## config.mk

```make
export PLATFORM = sky130hd
export DESIGN_NAME = lru_frame_list_with_pid_eviction
export DESIGN_NICKNAME = d
export VERILOG_FILES = /design/src/hw/rtl/lfl_pkg.sv /design/src/hw/rtl/lru_frame_list_with_pid_eviction.sv /design/src/hw/rtl/lfl_ram.sv
export SDC_FILE = /design/constraint.sdc
export NUM_CORES = 1
export LEC_CHECK = 0
export BUFFER_PORTS_ARGS = -buffer_cell sky130_fd_sc_hd__buf_2
export CAP_MARGIN = 10
export CELL_PAD_IN_SITES_DETAIL_PLACEMENT = 1
export CELL_PAD_IN_SITES_GLOBAL_PLACEMENT = 2
export CORE_MARGIN = 1
export CORE_UTILIZATION = 35
export DETAILED_ROUTE_END_ITERATION = 6
export PLACE_DENSITY = 0.68
export SKIP_CTS_REPAIR_TIMING = 1
export SYNTH_ARGS = -nofsm -noshare
export SYNTH_HDL_FRONTEND = slang
export SYNTH_SLANG_ARGS = --single-unit
```

## constraint.sdc

```tcl
create_clock -name clk -period 5.9 [get_ports clk]
set_input_delay 1.18 -clock clk [delete_from_list [all_inputs] [get_ports clk]]
set_output_delay 1.18 -clock clk [all_outputs]
set_load 0.05 [all_outputs]
```

## src/hw/rtl/lfl_pkg.sv

```systemverilog
`timescale 1ns / 1ps

package lfl_pkg;

  // Operation codes carried on in_tuser
  typedef enum logic [1:0] {
    ACT_TOUCH  = 2'd0,
    ACT_REMOVE = 2'd1,
    ACT_EVICT  = 2'd2,
    ACT_NOP    = 2'd3
  } action_t;

  // Fixed field widths of the stream payload
  localparam int FRAME_W = 6;
  localparam int PID_IN_W = 8;
  localparam int OCC_W = 7;
  localparam int ACTION_W = 2;

  localparam int IN_DATA_W = 16;
  localparam int OUT_DATA_W = 16;

endpackage

```

## src/hw/rtl/lru_frame_list_with_pid_eviction.sv

```systemverilog
`timescale 1ns / 1ps

// Recency list of up to FRAMES frames, oldest at position 0, each entry holding
// a frame index and its owner's process id in one single-port-read RAM. A
// request is touch (move or append a frame as most recent), remove, evict the
// oldest frame of a process, or no-op. Each request walks the whole list once
// through the RAM read port: entry i is read, compared, and once the match is
// seen every later entry is written back one slot lower, which closes the gap.
// The walk reads one entry per cycle, and an empty list skips it; the request
// then waits to finish until the output register is free. One result is
// returned per request; the next request is taken while the previous result
// still waits in the output register.
module lru_frame_list_with_pid_eviction #(
  parameter int FRAMES   = 64,
  parameter int PID_BITS = 8
) (
  input  logic        clk,
  input  logic        rst_n,
  // in_tdata fields, low bit first: frame[5:0], pid[13:6], zero pad[15:14]
  input  logic        in_tvalid,
  output logic        in_tready,
  input  logic [15:0] in_tdata,
  // in_tuser fields: action[1:0]
  input  logic [1:0]  in_tuser,
  output logic        out_tvalid,
  input  logic        out_tready,
  // out_tdata fields, low bit first: victim_frame[5:0], occupancy[12:6],
  // zero pad[15:13]
  output logic [15:0] out_tdata,
  // out_tuser fields: found[0]
  output logic        out_tuser
);

  localparam int AW = $clog2(FRAMES);
  localparam int CW = $clog2(FRAMES + 1);
  localparam int EW = lfl_pkg::FRAME_W + PID_BITS;

  typedef enum logic [1:0] {
    S_IDLE,
    S_SCAN,
    S_DRAIN,
    S_FIN
  } state_t;

  state_t                      state_r, state_nxt;
  logic [CW-1:0]               cnt_r, cnt_nxt;
  logic [CW-1:0]               rd_idx_r, rd_idx_nxt;
  logic [AW-1:0]               pidx_r, pidx_nxt;
  logic                        pend_r, pend_nxt;
  logic                        found_r, found_nxt;
  logic [lfl_pkg::FRAME_W-1:0] victim_r, victim_nxt;
  lfl_pkg::action_t            act_r, act_nxt;
  logic [lfl_pkg::FRAME_W-1:0] frame_r, frame_nxt;
  logic [PID_BITS-1:0]         pid_r, pid_nxt;
  logic                        out_valid_r, out_valid_nxt;
  logic [lfl_pkg::OCC_W-1:0]   occ_out_r, occ_out_nxt;
  logic [lfl_pkg::FRAME_W-1:0] vic_out_r, vic_out_nxt;
  logic                        fnd_out_r, fnd_out_nxt;

  logic                        in_acc;
  logic [lfl_pkg::FRAME_W-1:0] in_frame;
  logic [PID_BITS+lfl_pkg::PID_IN_W-1:0] in_pid_ext;
  logic [PID_BITS-1:0]         in_pid;

  logic                        ram_wr_en;
  logic [AW-1:0]               ram_wr_addr;
  logic [EW-1:0]               ram_wr_data;
  logic                        ram_rd_en;
  logic [AW-1:0]               ram_rd_addr;
  logic [EW-1:0]               ram_rd_data;

  logic [lfl_pkg::FRAME_W-1:0] ent_frame;
  logic [PID_BITS-1:0]         ent_pid;
  logic                        ent_match;
  logic [CW-1:0]               cnt_after;
  logic [CW+lfl_pkg::OCC_W-1:0] occ_ext;
  logic                        do_append;
  logic                        out_free;

  // Unpack the request; pid is zero-extended then cut to PID_BITS
  assign in_frame   = in_tdata[lfl_pkg::FRAME_W-1:0];
  assign in_pid_ext = {{PID_BITS{1'b0}},
                       in_tdata[lfl_pkg::FRAME_W +: lfl_pkg::PID_IN_W]};
  assign in_pid     = in_pid_ext[PID_BITS-1:0];
  assign in_tready  = (state_r == S_IDLE);
  assign in_acc     = in_tvalid && in_tready;

  // Split the entry read back from the list RAM
  assign ent_frame = ram_rd_data[lfl_pkg::FRAME_W-1:0];
  assign ent_pid   = ram_rd_data[EW-1:lfl_pkg::FRAME_W];

  always_comb begin
    unique case (act_r) inside
      lfl_pkg::ACT_TOUCH,
      lfl_pkg::ACT_REMOVE: ent_match = (ent_frame == frame_r);
      lfl_pkg::ACT_EVICT:  ent_match = (ent_pid == pid_r);
      default:             ent_match = 1'b0;
    endcase
  end

  assign out_free  = !out_valid_r || out_tready;
  assign cnt_after = cnt_r - CW'(found_r);
  assign do_append = (act_r == lfl_pkg::ACT_TOUCH) &&
                     (found_r || (cnt_r < CW'(FRAMES)));
  assign occ_ext   = {{lfl_pkg::OCC_W{1'b0}}, cnt_nxt};

  // Sequencer: walk the list, shift entries down past the match, then finish
  always_comb begin
    state_nxt     = state_r;
    cnt_nxt       = cnt_r;
    rd_idx_nxt    = rd_idx_r;
    pidx_nxt      = pidx_r;
    pend_nxt      = 1'b0;
    found_nxt     = found_r;
    victim_nxt    = victim_r;
    act_nxt       = act_r;
    frame_nxt     = frame_r;
    pid_nxt       = pid_r;
    out_valid_nxt = out_valid_r && !out_tready;
    occ_out_nxt   = occ_out_r;
    vic_out_nxt   = vic_out_r;
    fnd_out_nxt   = fnd_out_r;
    ram_rd_en     = 1'b0;
    ram_rd_addr   = rd_idx_r[AW-1:0];
    ram_wr_en     = 1'b0;
    ram_wr_addr   = pidx_r - AW'(1);
    ram_wr_data   = ram_rd_data;

    // Compare or move the entry that arrived from the RAM
    if (pend_r) begin
      if (found_r) begin
        ram_wr_en = 1'b1;
      end else if (ent_match) begin
        found_nxt  = 1'b1;
        victim_nxt = ent_frame;
      end
    end

    unique case (state_r)
      S_IDLE: begin
        if (in_acc) begin
          act_nxt    = lfl_pkg::action_t'(in_tuser);
          frame_nxt  = in_frame;
          pid_nxt    = in_pid;
          found_nxt  = 1'b0;
          rd_idx_nxt = '0;
          if ((in_tuser == lfl_pkg::ACT_TOUCH) || (in_tuser == lfl_pkg::ACT_REMOVE)) begin
            victim_nxt = in_frame;
          end else begin
            victim_nxt = '0;
          end
          state_nxt = (cnt_r == '0) ? S_FIN : S_SCAN;
        end
      end
      S_SCAN: begin
        ram_rd_en  = 1'b1;
        pend_nxt   = 1'b1;
        pidx_nxt   = rd_idx_r[AW-1:0];
        rd_idx_nxt = rd_idx_r + CW'(1);
        if (rd_idx_r == cnt_r - CW'(1)) begin
          state_nxt = S_DRAIN;
        end
      end
      S_DRAIN: begin
        state_nxt = S_FIN;
      end
      S_FIN: begin
        if (out_free) begin
          cnt_nxt = cnt_after;
          if (do_append) begin
            ram_wr_en   = 1'b1;
            ram_wr_addr = cnt_after[AW-1:0];
            ram_wr_data = {pid_r, frame_r};
            cnt_nxt     = cnt_after + CW'(1);
          end
          out_valid_nxt = 1'b1;
          fnd_out_nxt   = found_r;
          vic_out_nxt   = victim_r;
          occ_out_nxt   = occ_ext[lfl_pkg::OCC_W-1:0];
          state_nxt     = S_IDLE;
        end
      end
      default: begin
        state_nxt = S_IDLE;
      end
    endcase
  end

  // Hold state, list count and the output register
  always_ff @(posedge clk) begin
    if (!rst_n) begin
      state_r     <= S_IDLE;
      cnt_r       <= '0;
      pend_r      <= 1'b0;
      out_valid_r <= 1'b0;
    end else begin
      state_r     <= state_nxt;
      cnt_r       <= cnt_nxt;
      pend_r      <= pend_nxt;
      out_valid_r <= out_valid_nxt;
    end
    rd_idx_r  <= rd_idx_nxt;
    pidx_r    <= pidx_nxt;
    found_r   <= found_nxt;
    victim_r  <= victim_nxt;
    act_r     <= act_nxt;
    frame_r   <= frame_nxt;
    pid_r     <= pid_nxt;
    occ_out_r <= occ_out_nxt;
    vic_out_r <= vic_out_nxt;
    fnd_out_r <= fnd_out_nxt;
  end

  // Recency list storage: {pid, frame} per position
  lfl_ram #(
    .WIDTH (EW),
    .DEPTH (FRAMES)
  ) u_list_ram (
    .clk     (clk),
    .wr_en   (ram_wr_en),
    .wr_addr (ram_wr_addr),
    .wr_data (ram_wr_data),
    .rd_en   (ram_rd_en),
    .rd_addr (ram_rd_addr),
    .rd_data (ram_rd_data)
  );

  assign out_tvalid = out_valid_r;
  assign out_tuser  = fnd_out_r;
  assign out_tdata  = {{(lfl_pkg::OUT_DATA_W - lfl_pkg::OCC_W - lfl_pkg::FRAME_W){1'b0}},
                       occ_out_r, vic_out_r};

  // List never holds more than FRAMES entries
  a_cnt_bound: assert property (@(posedge clk) disable iff (!rst_n)
    cnt_r <= CW'(FRAMES))
    else $error("list count above FRAMES");

  // Count changes only when a request finishes
  a_cnt_fin: assert property (@(posedge clk) disable iff (!rst_n)
    (cnt_r != $past(cnt_r)) |-> $past(state_r == S_FIN))
    else $error("list count changed outside finish");

  // No RAM write while idle
  a_wr_idle: assert property (@(posedge clk) disable iff (!rst_n)
    (state_r == S_IDLE) |-> !ram_wr_en)
    else $error("list write while idle");

  // A gap-closing write stays below the current count
  a_shift_addr: assert property (@(posedge clk) disable iff (!rst_n)
    (ram_wr_en && state_r != S_FIN) |-> (CW'(ram_wr_addr) < cnt_r))
    else $error("shift write beyond list");

  // An accepted request blocks the input on the next cycle
  a_busy: assert property (@(posedge clk) disable iff (!rst_n)
    in_acc |=> !in_tready)
    else $error("input ready right after accept");

endmodule

```

## src/hw/rtl/lfl_ram.sv

```systemverilog
`timescale 1ns / 1ps

module lfl_ram #(
  parameter int WIDTH = 8,
  parameter int DEPTH = 64,
  localparam int AW = (DEPTH > 1) ? $clog2(DEPTH) : 1
) (
  input  logic             clk,
  input  logic             wr_en,
  input  logic [AW-1:0]    wr_addr,
  input  logic [WIDTH-1:0] wr_data,
  input  logic             rd_en,
  input  logic [AW-1:0]    rd_addr,
  output logic [WIDTH-1:0] rd_data
);

  logic [WIDTH-1:0] mem [DEPTH];

  // Write port and registered read port
  always_ff @(posedge clk) begin
    if (wr_en) begin
      mem[wr_addr] <= wr_data;
    end
    if (rd_en) begin
      rd_data <= mem[rd_addr];
    end
  end

endmodule

```

==> run_summary.xml, run 1 <==
<?xml version="1.0" encoding="UTF-8"?>
<metrics>
  <group name="synth">
    <metric name="synth-async-reset-ratio" unit="%">0</metric>
    <metric name="netlist_area_before_placement" unit="sq mm">0.03849</metric>
    <metric name="dominantRegCellSynth" unit="">edfxtp_1</metric>
    <metric name="count_of_flip_flops_with_a_built_in_enable_after_synthesis" unit="">953</metric>
    <metric name="synthesis.area_per_instance" unit="sq um">20.97</metric>
    <metric name="mapped_cells" unit="">1835</metric>
    <metric name="synth.yosys.seq_area_share" unit="%">75.30</metric>
    <metric name="yosysWarnings" unit="">0</metric>
    <metric name="synth.ff_latch_count" unit="">971</metric>
    <metric name="synth_cell_types" unit="">64</metric>
  </group>
  <group name="place">
    <metric name="dp_hpwl" unit="mm">55.76</metric>
    <metric name="place_congestion" unit="">0.7680</metric>
    <metric name="placedCellCount" unit="">3287</metric>
    <metric name="numPortBuffers" unit="">35</metric>
  </group>
  <group name="timing">
    <metric name="rsz0062_at_grt" unit="">false</metric>
    <metric name="skew" unit="ns">0.04347</metric>
    <metric name="maxSlewHeadroom" unit="%">19.01</metric>
    <metric name="final_min_period_over_clock_period" unit="%">67.37</metric>
    <metric name="period_needed" unit="ns">3.975</metric>
    <metric name="timing.fmax" unit="MHz">251.6</metric>
    <metric name="drv_slew" unit="">0</metric>
    <metric name="timing_worst_slew_pin_value" unit="ns">1.215</metric>
    <metric name="final_hold_viol_count" unit="">0</metric>
    <metric name="fin_hold_ws" unit="ns">0.4334</metric>
    <metric name="setup_viol" unit="">0</metric>
    <metric name="setup_tns" unit="ns">0</metric>
  </group>
  <group name="power_and_ir_drop">
    <metric name="swShare" unit="%">31.50</metric>
    <metric name="p_int" unit="uW">14490</metric>
    <metric name="comb_power_share" unit="%">28.7</metric>
    <metric name="p_seq_share" unit="%">41.6</metric>
    <metric name="power_dens_cells" unit="mW/mm^2">481.1</metric>
    <metric name="peakVddDrop" unit="uV">469.6</metric>
    <metric name="p_leak" unit="uW">0.01379</metric>
    <metric name="share_clk_of_total_power" unit="%">29.8</metric>
    <metric name="netSwitchingPower" unit="uW">6664</metric>
  </group>
  <group name="grt">
    <metric name="global_route.usage.total" unit="%">16.90</metric>
    <metric name="wire_length_of_the_first_global_routing_pass" unit="mm">136.8</metric>
    <metric name="grt_pass1_vias" unit="">19445</metric>
    <metric name="global_route.overflow_total" unit="">0</metric>
    <metric name="grt_max_degree" unit="">108</metric>
    <metric name="antenna_found_initial" unit="">0</metric>
  </group>
  <group name="floorplanning">
    <metric name="pin_count" unit="">41</metric>
    <metric name="start_util" unit="%">35.31</metric>
    <metric name="die_y" unit="microns">333.6</metric>
    <metric name="die_width" unit="microns">333.6</metric>
    <metric name="num_rows" unit="">121</metric>
    <metric name="die_area" unit="sq mm">0.1113</metric>
    <metric name="floorplan.core_area" unit="sq mm">0.1090</metric>
  </group>
  <group name="routing">
    <metric name="first_iter_violations" unit="">1482</metric>
    <metric name="top_layer" unit="">met4</metric>
    <metric name="route.detailed.drc" unit="">0</metric>
    <metric name="drt.antenna.violating_nets" unit="">0</metric>
    <metric name="met2RoutedLength" unit="mm">44.77</metric>
    <metric name="drt-vias-per-instance" unit="">5.270</metric>
    <metric name="wl_per_instance" unit="microns">27.02</metric>
    <metric name="vias" unit="">18312</metric>
    <metric name="routed_wirelength" unit="mm">93.89</metric>
    <metric name="drt-pass1-iter-count" unit="">5</metric>
    <metric name="detail_route.wirelength.met1" unit="mm">43.06</metric>
    <metric name="met3_wirelength" unit="mm">4.112</metric>
  </group>
  <group name="finish">
    <metric name="multi_input_logic_area" unit="sq mm">0.008932</metric>
    <metric name="num-nets-final" unit="">2008</metric>
    <metric name="register_area" unit="sq mm">0.02898</metric>
    <metric name="layout-drive-gt1-share" unit="%">27.31</metric>
    <metric name="num-fill-cells" unit="">10347</metric>
    <metric name="area_added_between_synthesis_and_finish" unit="%">14.24</metric>
    <metric name="post_layout_nonfiller_instances" unit="">3475</metric>
  </group>
  <group name="setup_path">
    <metric name="startpoint_class" unit="">flop</metric>
    <metric name="setup.worst_path.end_class" unit="">flop</metric>
    <metric name="critical_path_arrival" unit="ns">4.34</metric>
    <metric name="worstPathMaxFanout" unit="">25</metric>
    <metric name="worst-setup-path-type" unit="">reg -&gt; reg</metric>
    <metric name="r2r_start" unit="">found_r</metric>
    <metric name="setup.worst_path.end" unit="">u_list_ram.mem[58][3]</metric>
    <metric name="reg2reg_to" unit="">u_list_ram.mem[58][3]</metric>
    <metric name="worst-r2r-setup-slack" unit="ns">1.92</metric>
    <metric name="startpoint" unit="">found_r</metric>
    <metric name="worstPathRequired" unit="ns">6.26</metric>
    <metric name="r2r_cells" unit="">7</metric>
  </group>
  <group name="cts">
    <metric name="clock_sink_count" unit="">971</metric>
    <metric name="htree_num_levels" unit="">3</metric>
    <metric name="tritoncts" unit="">built</metric>
    <metric name="clk_root_buffer_cell" unit="">clkbuf_16</metric>
    <metric name="cts_buf_count" unit="">100</metric>
    <metric name="cts.reportedPaths.clkPinSlew" unit="ns">0.06</metric>
    <metric name="worst_skew_pair.late_latency" unit="ns">0.68</metric>
    <metric name="clock_path_buffers" unit="">3</metric>
  </group>
  <group name="worst_hold_path">
    <metric name="hold_class" unit="">reg -&gt; reg</metric>
  </group>
  <group name="flow_run">
    <metric name="max_cap_violations" unit="">0</metric>
  </group>
  <group name="run_status">
    <metric name="status" unit="">completed</metric>
  </group>
</metrics>
==> synthesized netlist by cell type, types with 11 or more instances <==
master    count  area [sq um]
mux2_2       27         304.0
nor2b_1      28         175.2
xor2_1       17         148.9
inv_1        15         56.30
nor2_1      103         386.6
a21oi_1      49         245.2
a211oi_1     24         180.2
edfxtp_1    953         28620
ha_1         11         137.6
xnor2_1      23         201.4
o22ai_1      13         81.33
nand3_1      14         70.07
clkbuf_1     31         116.4
nand2_1      22         82.58
dfxtp_1      18         360.4
buf_2        31         155.2
mux4_2      238          5360
buf_4        13         97.59
buf_6        11         123.9
mux2i_1      57         570.6
o21ai_0      20         100.1
==> layout by cell type (no fill, tap or decap), drive strengths merged, types with 5 or more instances in the layout <==
cell,n
nand3,14
nand2b,9
ha,11
nor3b,5
nor2,106
clkinv,43
a221oi,5
and2,9
nor2b,28
a211oi,24
a21oi,49
xor2,17
clkbuf,129
o21ai,22
o22ai,13
dfxtp,18
a22oi,7
o211ai,5
buf,129
inv,17
edfxtp,953
xnor2,23
bufinv,10
mux2,31
nand2,33
mux2i,60
mux4,238
==> critical path: stages, from the launching register on <==
cell     delay, ns
dfxtp_1       0.57
and2b_4       0.27
or4b_4        0.73
mux2_4        0.42
nor2_1        0.10
nand2_1       0.47
nor2_1        0.79
buf_4         0.30
==> how the worst min path moves through the flow <==
stage | from | end | slack [ns] | cells past startpoint
6_report | victim_r[2] | vic_out_r[2] | 0.43 | 0
5_1_grt | victim_r[5] | vic_out_r[5] | 0.44 | 0
4_1_cts | victim_r[5] | vic_out_r[5] | 0.43 | 0
3_5_place_dp | victim_r[2] | vic_out_r[2] | 0.42 | 0
3_3_place_gp | victim_r[1] | vic_out_r[1] | 0.42 | 0
2_1_floorplan | victim_r[0] | vic_out_r[0] | 0.41 | 0
==> per-layer routing <==
layer | vias to the layer above | global-route usage, %
met5 | - | 0
met4 | 0 | 4.726
met3 | 106 | 2.279
met2 | 437 | 27.21
met1 | 9914 | 24.03
li1 | 7855 | -
==> state kept, by name, indices dropped and copies added (netlist names) <==
signal	flops
u_list_ram.mem	896
u_list_ram.rd_data	14
pid_r	8
cnt_r	7
occ_out_r	7
rd_idx_r	7
frame_r	6
pidx_r	6
vic_out_r	6
victim_r	6
act_r	2
state_r	2
found_r	1
out_tuser	1
out_tvalid	1
pend_r	1
==> kinds of logic after synthesis <==
kind of cell | synth area share [%]
DFF | 75.30
muxes | 16.51
and+or+nand+nor | 3.075
AOI/OAI and AO/OA | 2.318
buffers and inverters | 1.525
xor gates and xnor gates | 0.9103
adders and majority gates | 0.3576
other | 0.009744
==> area by class of cell <==
class,count,area share (%)
timing repair buffer,129,2.174
clock inverter,56,1.232
tap,1414,4.024
sequential,971,65.91
multi-input combinational,758,20.32
inverter,15,0.1281
clock buffer,129,6.201
antenna,3,0.01707
==> power groups by stage <==
stage	registers (uW)	logic, uW	clock network (uW)
floorplan	8910	3890	0
global placement	8930	5990	0
detailed placement	8940	6130	0
CTS	8790	6160	6440
global route	8810	6430	6660
finish	8800	6060	6300
==> stage by stage <==
stage / worst slack, ns / util, % / cell area (sq um) / total power (uW)
finish: 1.925 / 40.34 / 43970 / 21150
CTS: 1.915 / 40.33 / 43960 / 21390
floorplan: 2.283 / - / 38490 / 12800
global placement: 1.379 / 37.33 / 40690 / 14920
detailed placement: 1.362 / 37.33 / 40690 / 15070
global route: 1.756 / 40.33 / 43960 / 21910
Power figures use the tool's default switching activity.
==> run 2, diff against run 1 <==
--- a/config.mk
+++ b/config.mk
@@ -12,7 +12,7 @@
 export CORE_MARGIN = 1
 export CORE_UTILIZATION = 35
 export DETAILED_ROUTE_END_ITERATION = 6
-export PLACE_DENSITY = 0.68
+export PLACE_DENSITY = 0.71
 export SKIP_CTS_REPAIR_TIMING = 1
 export SYNTH_ARGS = -nofsm -noshare
 export SYNTH_HDL_FRONTEND = slang
==> constraint.sdc (replaced) <==
create_clock -name clk -period 3.28 [get_ports clk]
set_input_delay 0.656 -clock clk [delete_from_list [all_inputs] [get_ports clk]]
set_output_delay 0.656 -clock clk [all_outputs]
set_load 0.05 [all_outputs]
==> run 2 against run 1 <==
Combinational power up 91%; total power increased by 84%; sequential power up 80%; sequential cell count is the same; register-to-register slack got worse by 1.8 ns; clock power up 81%; sequential share of layout area is 1.6 points lower; worst setup slack lost 1.8 ns; hold slack got worse by 0.26 ns.
==> run_summary.xml, run 2 (synthesized netlist as in run 1, its figures left out) <==
<?xml version="1.0" encoding="UTF-8"?>
<metrics>
  <group name="run_status">
    <metric name="status" unit="">completed</metric>
  </group>
  <group name="finish">
    <metric name="num-fill-cells" unit="">10284</metric>
    <metric name="mostFrequentLayoutCell" unit="">edfxtp_1</metric>
    <metric name="area_added_between_synthesis_and_finish" unit="%">17.08</metric>
    <metric name="final_cell_area" unit="sq mm">0.04506</metric>
    <metric name="largest_reg_flops" unit="">896</metric>
    <metric name="biggestRegsByFlops" unit="">u_list_ram.mem: 896 flops, u_list_ram.rd_data: 14 flops, pid_r: 8 flops</metric>
    <metric name="register_area" unit="sq mm">0.02898</metric>
    <metric name="most_frequent_cells_in_the_layout" unit="">edfxtp_1, mux4_2, buf_4</metric>
    <metric name="layout-drive-gt1-share" unit="%">30.17</metric>
    <metric name="num-nets-final" unit="">2081</metric>
    <metric name="top_register" unit="">u_list_ram.mem</metric>
    <metric name="multi_input_logic_area" unit="sq mm">0.008935</metric>
    <metric name="util_after_layout" unit="%">41.34</metric>
  </group>
  <group name="timing">
    <metric name="skew" unit="ns">0.02686</metric>
    <metric name="timing.fmax" unit="MHz">313.4</metric>
    <metric name="drv_slew" unit="">0</metric>
    <metric name="period_needed" unit="ns">3.191</metric>
    <metric name="final_hold_viol_count" unit="">0</metric>
    <metric name="rsz0062_at_grt" unit="">false</metric>
    <metric name="setup_tns" unit="ns">0</metric>
    <metric name="fin_ws" unit="ns">0.08887</metric>
    <metric name="timing_worst_slew_pin_value" unit="ns">1.097</metric>
    <metric name="setup_viol" unit="">0</metric>
    <metric name="final_min_period_over_clock_period" unit="%">97.29</metric>
    <metric name="maxSlewHeadroom" unit="%">26.11</metric>
  </group>
  <group name="setup_path">
    <metric name="r2r_start" unit="">act_r[1]</metric>
    <metric name="worst-setup-path-type" unit="">reg -&gt; reg</metric>
    <metric name="worstPathMaxFanout" unit="">12</metric>
    <metric name="startpoint_class" unit="">flop</metric>
    <metric name="critical_path_arrival" unit="ns">3.55</metric>
    <metric name="setup.worst_path.end_class" unit="">flop</metric>
    <metric name="startpoint" unit="">act_r[1]</metric>
    <metric name="worstPathRequired" unit="ns">3.63</metric>
  </group>
  <group name="routing">
    <metric name="vias" unit="">18753</metric>
    <metric name="drt-pass1-iter-count" unit="">5</metric>
    <metric name="wl_per_instance" unit="microns">26.92</metric>
    <metric name="drt.antenna.violating_nets" unit="">0</metric>
    <metric name="first_iter_violations" unit="">1499</metric>
    <metric name="routed_wirelength" unit="mm">95.37</metric>
    <metric name="route.detailed.drc" unit="">0</metric>
    <metric name="drt-vias-per-instance" unit="">5.293</metric>
  </group>
  <group name="worst_hold_path">
    <metric name="hp-start" unit="">in_tdata[11]</metric>
    <metric name="hold_class" unit="">in -&gt; reg</metric>
  </group>
  <group name="floorplanning">
    <metric name="pin_count" unit="">41</metric>
    <metric name="die_y" unit="microns">333.6</metric>
    <metric name="num_rows" unit="">121</metric>
    <metric name="die_area" unit="sq mm">0.1113</metric>
    <metric name="die_width" unit="microns">333.6</metric>
    <metric name="floorplan.core_area" unit="sq mm">0.1090</metric>
    <metric name="start_util" unit="%">35.31</metric>
  </group>
  <group name="cts">
    <metric name="clock_sink_count" unit="">971</metric>
    <metric name="clk_root_buffer_cell" unit="">clkbuf_16</metric>
    <metric name="cts.reportedPaths.clkPinSlew" unit="ns">0.06</metric>
    <metric name="worst_skew_pair.late_latency" unit="ns">0.67</metric>
    <metric name="tritoncts" unit="">built</metric>
    <metric name="cts_buf_count" unit="">99</metric>
    <metric name="clock_path_buffers" unit="">3</metric>
    <metric name="htree_num_levels" unit="">3</metric>
  </group>
  <group name="grt">
    <metric name="grt_max_degree" unit="">65</metric>
    <metric name="global_route.usage.total" unit="%">17.12</metric>
    <metric name="wire_length_of_the_first_global_routing_pass" unit="mm">138.3</metric>
    <metric name="antenna_found_initial" unit="">1</metric>
    <metric name="global_route.overflow_total" unit="">0</metric>
    <metric name="grt_pass1_vias" unit="">19704</metric>
  </group>
  <group name="place">
    <metric name="placement.setup.worst_slack" unit="ns">0.06524</metric>
    <metric name="place_congestion" unit="">0.7946</metric>
    <metric name="numPortBuffers" unit="">35</metric>
    <metric name="dp_hpwl" unit="mm">58.98</metric>
    <metric name="area_after_dpl" unit="sq mm">0.04177</metric>
  </group>
  <group name="power_and_ir_drop">
    <metric name="power_dens_cells" unit="mW/mm^2">862.3</metric>
    <metric name="p_int" unit="uW">26670</metric>
    <metric name="p_leak" unit="uW">0.01431</metric>
    <metric name="peakVddDrop" unit="uV">449.5</metric>
    <metric name="p_seq_share" unit="%">40.7</metric>
    <metric name="comb_power_share" unit="%">30.0</metric>
    <metric name="netSwitchingPower" unit="uW">12180</metric>
    <metric name="share_clk_of_total_power" unit="%">29.3</metric>
    <metric name="swShare" unit="%">31.35</metric>
  </group>
  <group name="flow_run">
    <metric name="max_cap_violations" unit="">0</metric>
  </group>
</metrics>
-- run 2: cell types whose count changed in the layout (fill, tap and decap cells not counted), moves of 3 or more --
cell        change
clkbuf_16       -3
clkinv_1        -5
clkbuf_1        -4
buf_4          +32
inv_6           +3
clkinvlp_4      +3
buf_12         +42
-- run 2: critical path: stages (launching register included) --
cell	delay, ns
edfxtp_1	0.42
or2_1	0.32
or4b_4	0.70
mux2i_1	0.40
and2_1	0.24
nand2_2	0.28
nor2_1	0.29
buf_4	0.22
-- run 2: power groups by stage --
stage	sequential (uW)	combinational, uW	clock, uW
2_1_floorplan	16000	7000	0
5_1_grt	15900	12300	12000
3_3_place_gp	16100	11400	0
6_report	15800	11600	11400
3_5_place_dp	16100	11700	0
4_1_cts	15800	11800	11600
-- run 2: final cells by class --
type	instances	share of cell area (%)
clock buffers	124	5.912
inverters	15	0.1250
clock inverters	57	1.372
flip-flops and latches	971	64.31
diodes	1	0.005554
repair buffers	203	4.521
well taps	1414	3.926
multi-input cells	758	19.83
-- run 2: worst paths after layout --
check / to / slack, ns / cells after the start
min: pid_r[5] / 0.17 / 1
max reg2reg: u_list_ram.mem[11][3] / 0.09 / 7
max: u_list_ram.mem[11][3] / 0.09 / 7
min reg2reg: vic_out_r[2] / 0.44 / 0
-- run 2: per-stage QoR --
step	total power (uW)	cells	hold slack, ns
after global placement	27460	3361	0.4204
after floorplan	23030	1837	0.4076
after global routing	40170	3542	0.1503
after CTS	39240	3542	0.1222
after detailed placement	27820	3361	0.4234
final	38850	3543	0.1698
-- run 2: per-layer routing --
| metal | GRT usage, % | up-vias | wire [microns] |
|---|---|---|---|
| li1 | - | 8013 | - |
| met1 | 23.63 | 10097 | 41920 |
| met2 | 27.96 | 516 | 46380 |
| met3 | 2.384 | 127 | 4541 |
| met4 | 5.599 | 0 | 2533 |
| met5 | 0 | - | 0 |
==> run 3, diff against run 2 <==
--- a/config.mk
+++ b/config.mk
@@ -16,4 +16,5 @@
 export SKIP_CTS_REPAIR_TIMING = 1
 export SYNTH_ARGS = -nofsm -noshare
 export SYNTH_HDL_FRONTEND = slang
+export SYNTH_HIERARCHICAL = 1
 export SYNTH_SLANG_ARGS = --single-unit
==> constraint.sdc (replaced) <==
create_clock -name clk -period 3.28 [get_ports clk]
set_input_delay 0.656 -clock clk [delete_from_list [all_inputs] [get_ports clk]]
set_output_delay 0.656 -clock clk [all_outputs]
set_load 0.1 [all_outputs]
==> run 3 against run 2 <==
Combinational power hardly changed; critical endpoint is now u_list_ram/rd_data[6]; global-route usage is 0.34 points higher; area after synthesis is 0.38% lower.
==> run_summary.xml, run 3 <==
<?xml version="1.0" encoding="UTF-8"?>
<metrics>
  <group name="power_and_ir_drop">
    <metric name="p_total" unit="uW">38740</metric>
    <metric name="peakVddDrop" unit="uV">573.8</metric>
    <metric name="share_clk_of_total_power" unit="%">30.0</metric>
    <metric name="swShare" unit="%">31.32</metric>
    <metric name="p_int" unit="uW">26610</metric>
    <metric name="power_dens_cells" unit="mW/mm^2">844.4</metric>
    <metric name="comb_power_share" unit="%">29.3</metric>
    <metric name="netSwitchingPower" unit="uW">12130</metric>
    <metric name="p_leak" unit="uW">0.01441</metric>
    <metric name="p_seq_share" unit="%">40.7</metric>
  </group>
  <group name="worst_hold_path">
    <metric name="hold_class" unit="">in -&gt; reg</metric>
    <metric name="hold_end" unit="">pid_r[1]</metric>
    <metric name="cell_count_of_the_worst_hold_path" unit="">1</metric>
    <metric name="hp-start" unit="">in_tdata[7]</metric>
  </group>
  <group name="synth">
    <metric name="synthTopCellsByArea" unit="">edfxtp_1, mux4_2, nor2_1</metric>
    <metric name="mapped_cells" unit="">1865</metric>
    <metric name="synth_cell_types" unit="">63</metric>
    <metric name="post_synthesis_share_of_cell_area_spent_on_and_or_nand_and_nor_gates" unit="%">3.381</metric>
    <metric name="netlist_area_before_placement" unit="sq mm">0.03834</metric>
    <metric name="synth_compound_area_share" unit="%">2.953</metric>
    <metric name="synth_top_family_by_area" unit="">multiplexers</metric>
    <metric name="dominantRegCellSynth" unit="">edfxtp_1</metric>
    <metric name="muxShareOfSynthArea" unit="%">15.01</metric>
    <metric name="post_synth_top_area_cell" unit="">edfxtp_1</metric>
    <metric name="synth.yosys.seq_area_share" unit="%">75.58</metric>
    <metric name="count_of_flip_flops_with_a_built_in_enable_after_synthesis" unit="">953</metric>
    <metric name="synth.ff_latch_count" unit="">971</metric>
    <metric name="post-synth-top-count-cell" unit="">edfxtp_1</metric>
    <metric name="synth_top_cells_by_count" unit="">edfxtp_1, mux4_2, nor2_1, nand2_1, a21oi_1</metric>
    <metric name="synth_top_cell_area_share" unit="%">74.64</metric>
    <metric name="synth_fa_ha_area_share" unit="%">0.3590</metric>
    <metric name="synth-async-reset-ratio" unit="%">0</metric>
    <metric name="synth_xor_xnor_area_share" unit="%">0.9823</metric>
    <metric name="yosysWarnings" unit="">6</metric>
    <metric name="synthesis.area_per_instance" unit="sq um">20.56</metric>
  </group>
  <group name="place">
    <metric name="placedCellCount" unit="">3415</metric>
    <metric name="dp_hpwl" unit="mm">59.96</metric>
    <metric name="numPortBuffers" unit="">35</metric>
    <metric name="placement.setup.worst_slack" unit="ns">0.02378</metric>
    <metric name="place_congestion" unit="">0.8160</metric>
  </group>
  <group name="finish">
    <metric name="largest_reg_flops" unit="">896</metric>
    <metric name="most_frequent_cells_in_the_layout" unit="">edfxtp_1, mux4_2, buf_4</metric>
    <metric name="insertedDiodeCount" unit="">0</metric>
    <metric name="multi_input_logic_area" unit="sq mm">0.009002</metric>
    <metric name="biggestRegsByFlops" unit="">u_list_ram/mem: 896 flops, u_list_ram/rd_data: 14 flops, pid_r: 8 flops</metric>
    <metric name="num-nets-final" unit="">2135</metric>
    <metric name="area_added_between_synthesis_and_finish" unit="%">19.67</metric>
    <metric name="layout-drive-gt1-share" unit="%">33.14</metric>
    <metric name="mostFrequentLayoutCell" unit="">edfxtp_1</metric>
    <metric name="num-fill-cells" unit="">10258</metric>
    <metric name="post_layout_nonfiller_instances" unit="">3599</metric>
    <metric name="register_area" unit="sq mm">0.02898</metric>
    <metric name="util_after_layout" unit="%">42.21</metric>
    <metric name="top_register" unit="">u_list_ram/mem</metric>
  </group>
  <group name="cts">
    <metric name="clock_sink_count" unit="">971</metric>
    <metric name="tritoncts" unit="">built</metric>
    <metric name="worst_skew_pair.late_latency" unit="ns">0.69</metric>
    <metric name="cts_buf_count" unit="">99</metric>
    <metric name="clk_root_buffer_cell" unit="">clkbuf_16</metric>
    <metric name="cts.reportedPaths.clkPinSlew" unit="ns">0.06</metric>
    <metric name="clock_path_buffers" unit="">3</metric>
    <metric name="htree_num_levels" unit="">3</metric>
  </group>
  <group name="timing">
    <metric name="setup_viol" unit="">0</metric>
    <metric name="period_needed" unit="ns">3.255</metric>
    <metric name="timing.fmax" unit="MHz">307.3</metric>
    <metric name="fin_hold_ws" unit="ns">0.1625</metric>
    <metric name="final_min_period_over_clock_period" unit="%">99.23</metric>
    <metric name="fin_ws" unit="ns">0.02533</metric>
    <metric name="final_hold_viol_count" unit="">0</metric>
    <metric name="drv_slew" unit="">0</metric>
    <metric name="maxSlewHeadroom" unit="%">24.14</metric>
    <metric name="skew" unit="ns">0.03585</metric>
    <metric name="timing_worst_slew_pin_value" unit="ns">1.138</metric>
    <metric name="rsz0062_at_grt" unit="">false</metric>
  </group>
  <group name="grt">
    <metric name="grt_pass1_vias" unit="">20261</metric>
    <metric name="global_route.usage.total" unit="%">17.45</metric>
    <metric name="wire_length_of_the_first_global_routing_pass" unit="mm">142.1</metric>
    <metric name="antenna_found_initial" unit="">0</metric>
    <metric name="global_route.overflow_total" unit="">0</metric>
    <metric name="grt_max_degree" unit="">65</metric>
  </group>
  <group name="routing">
    <metric name="wl_per_instance" unit="microns">26.75</metric>
    <metric name="drt-vias-per-instance" unit="">5.346</metric>
    <metric name="route.detailed.drc" unit="">0</metric>
    <metric name="drt-pass1-iter-count" unit="">5</metric>
    <metric name="drt.antenna.violating_nets" unit="">0</metric>
    <metric name="routed_wirelength" unit="mm">96.29</metric>
    <metric name="first_iter_violations" unit="">1649</metric>
    <metric name="vias" unit="">19241</metric>
  </group>
  <group name="setup_path">
    <metric name="cpLargestDelayFamily" unit="">compound AO/OA/AOI/OAI gates</metric>
    <metric name="setup.worst_path.end_class" unit="">flop</metric>
    <metric name="path_buf_inv" unit="">1</metric>
    <metric name="worst-setup-path-type" unit="">reg -&gt; reg</metric>
    <metric name="path_common_cell" unit="">o21ai_0</metric>
    <metric name="max_stage_delay" unit="ns">1.10</metric>
    <metric name="r2r_cells" unit="">6</metric>
    <metric name="startpoint_class" unit="">flop</metric>
    <metric name="slowest_stage" unit="">edfxtp_1</metric>
    <metric name="worst-r2r-setup-slack" unit="ns">0.03</metric>
    <metric name="worstPathMaxFanout" unit="">19</metric>
    <metric name="critical_path_arrival" unit="ns">3.63</metric>
    <metric name="reg2reg_to" unit="">u_list_ram/rd_data[6]</metric>
    <metric name="worstPathRequired" unit="ns">3.65</metric>
    <metric name="r2r_start" unit="">rd_idx_r[1]</metric>
    <metric name="crit_path_cell_trace" unit="">buf_12 -&gt; mux4_2 -&gt; o21ai_0 -&gt; a31oi_1 -&gt; o21ai_0 -&gt; o31ai_1</metric>
  </group>
  <group name="floorplanning">
    <metric name="pin_count" unit="">41</metric>
    <metric name="die_y" unit="microns">333.0</metric>
    <metric name="die_width" unit="microns">333.0</metric>
    <metric name="floorplan.core_area" unit="sq mm">0.1087</metric>
    <metric name="die_area" unit="sq mm">0.1109</metric>
    <metric name="start_util" unit="%">35.27</metric>
    <metric name="num_rows" unit="">121</metric>
  </group>
  <group name="run_status">
    <metric name="status" unit="">completed</metric>
  </group>
  <group name="flow_run">
    <metric name="max_cap_violations" unit="">0</metric>
  </group>
</metrics>
==> run 3: cell type report <==
type,instances,area share (%)
multi-input cells,779,19.62
clock buffers,109,5.528
repair buffers,237,5.950
well taps,1414,3.856
clock inverters,75,1.767
inverters,14,0.1145
flip-flops and latches,971,63.16
==> run 3: worst max-delay path by stage <==
stage,from,endpoint,cells past startpoint,slack [ns]
2_1_floorplan,out_tready,u_list_ram/mem[16][0],12,-0.11
3_3_place_gp,rd_idx_r[1],u_list_ram/rd_data[6],6,0.06
3_5_place_dp,cnt_r[0],u_list_ram/mem[52][5],11,0.02
4_1_cts,cnt_r[0],u_list_ram/mem[52][3],11,-0.0008
5_1_grt,cnt_r[0],u_list_ram/mem[52][12],10,0.01
6_report,rd_idx_r[1],u_list_ram/rd_data[6],6,0.03
==> run 3: metrics by stage <==
step | area (sq um) | TNS (ns)
after global placement | 42500 | 0
after detailed placement | 42500 | 0
after global routing | 45880 | 0
after CTS | 45850 | -0.001529
final | 45880 | 0
after floorplan | 38620 | -37.55
==> run 3: layer usage <==
metal	share of wire (%)	wire (microns)	GRT usage (%)	up-vias
met4	2.1	1995	4.863	0
met2	50	47840	29.10	500
met5	0	0	0	-
met1	44	42450	24.23	10474
met3	4.2	4010	1.924	103
li1	-	-	-	8164
==> run 3: kinds of logic (layout without fill, tap and decap cells) <==
logic type / Yosys count / in the layout
buffers and inverters: 117 / 435
other: 1 / 3
multiplexers: 291 / 291
flip-flops: 971 / 971
adder cells (fa/ha/maj): 11 / 11
AND/OR/NAND/NOR: 262 / 262
AO/OA/AOI/OAI: 169 / 169
XOR/XNOR: 43 / 43
==> run 3: power groups by stage <==
stage | combinational [uW] | clock, uW | sequential [uW]
floorplan | 6640 | 0 | 16100
global placement | 11100 | 0 | 16000
CTS | 11500 | 11900 | 15800
detailed placement | 11400 | 0 | 16000
finish | 11300 | 11600 | 15800
global route | 12000 | 12300 | 15800
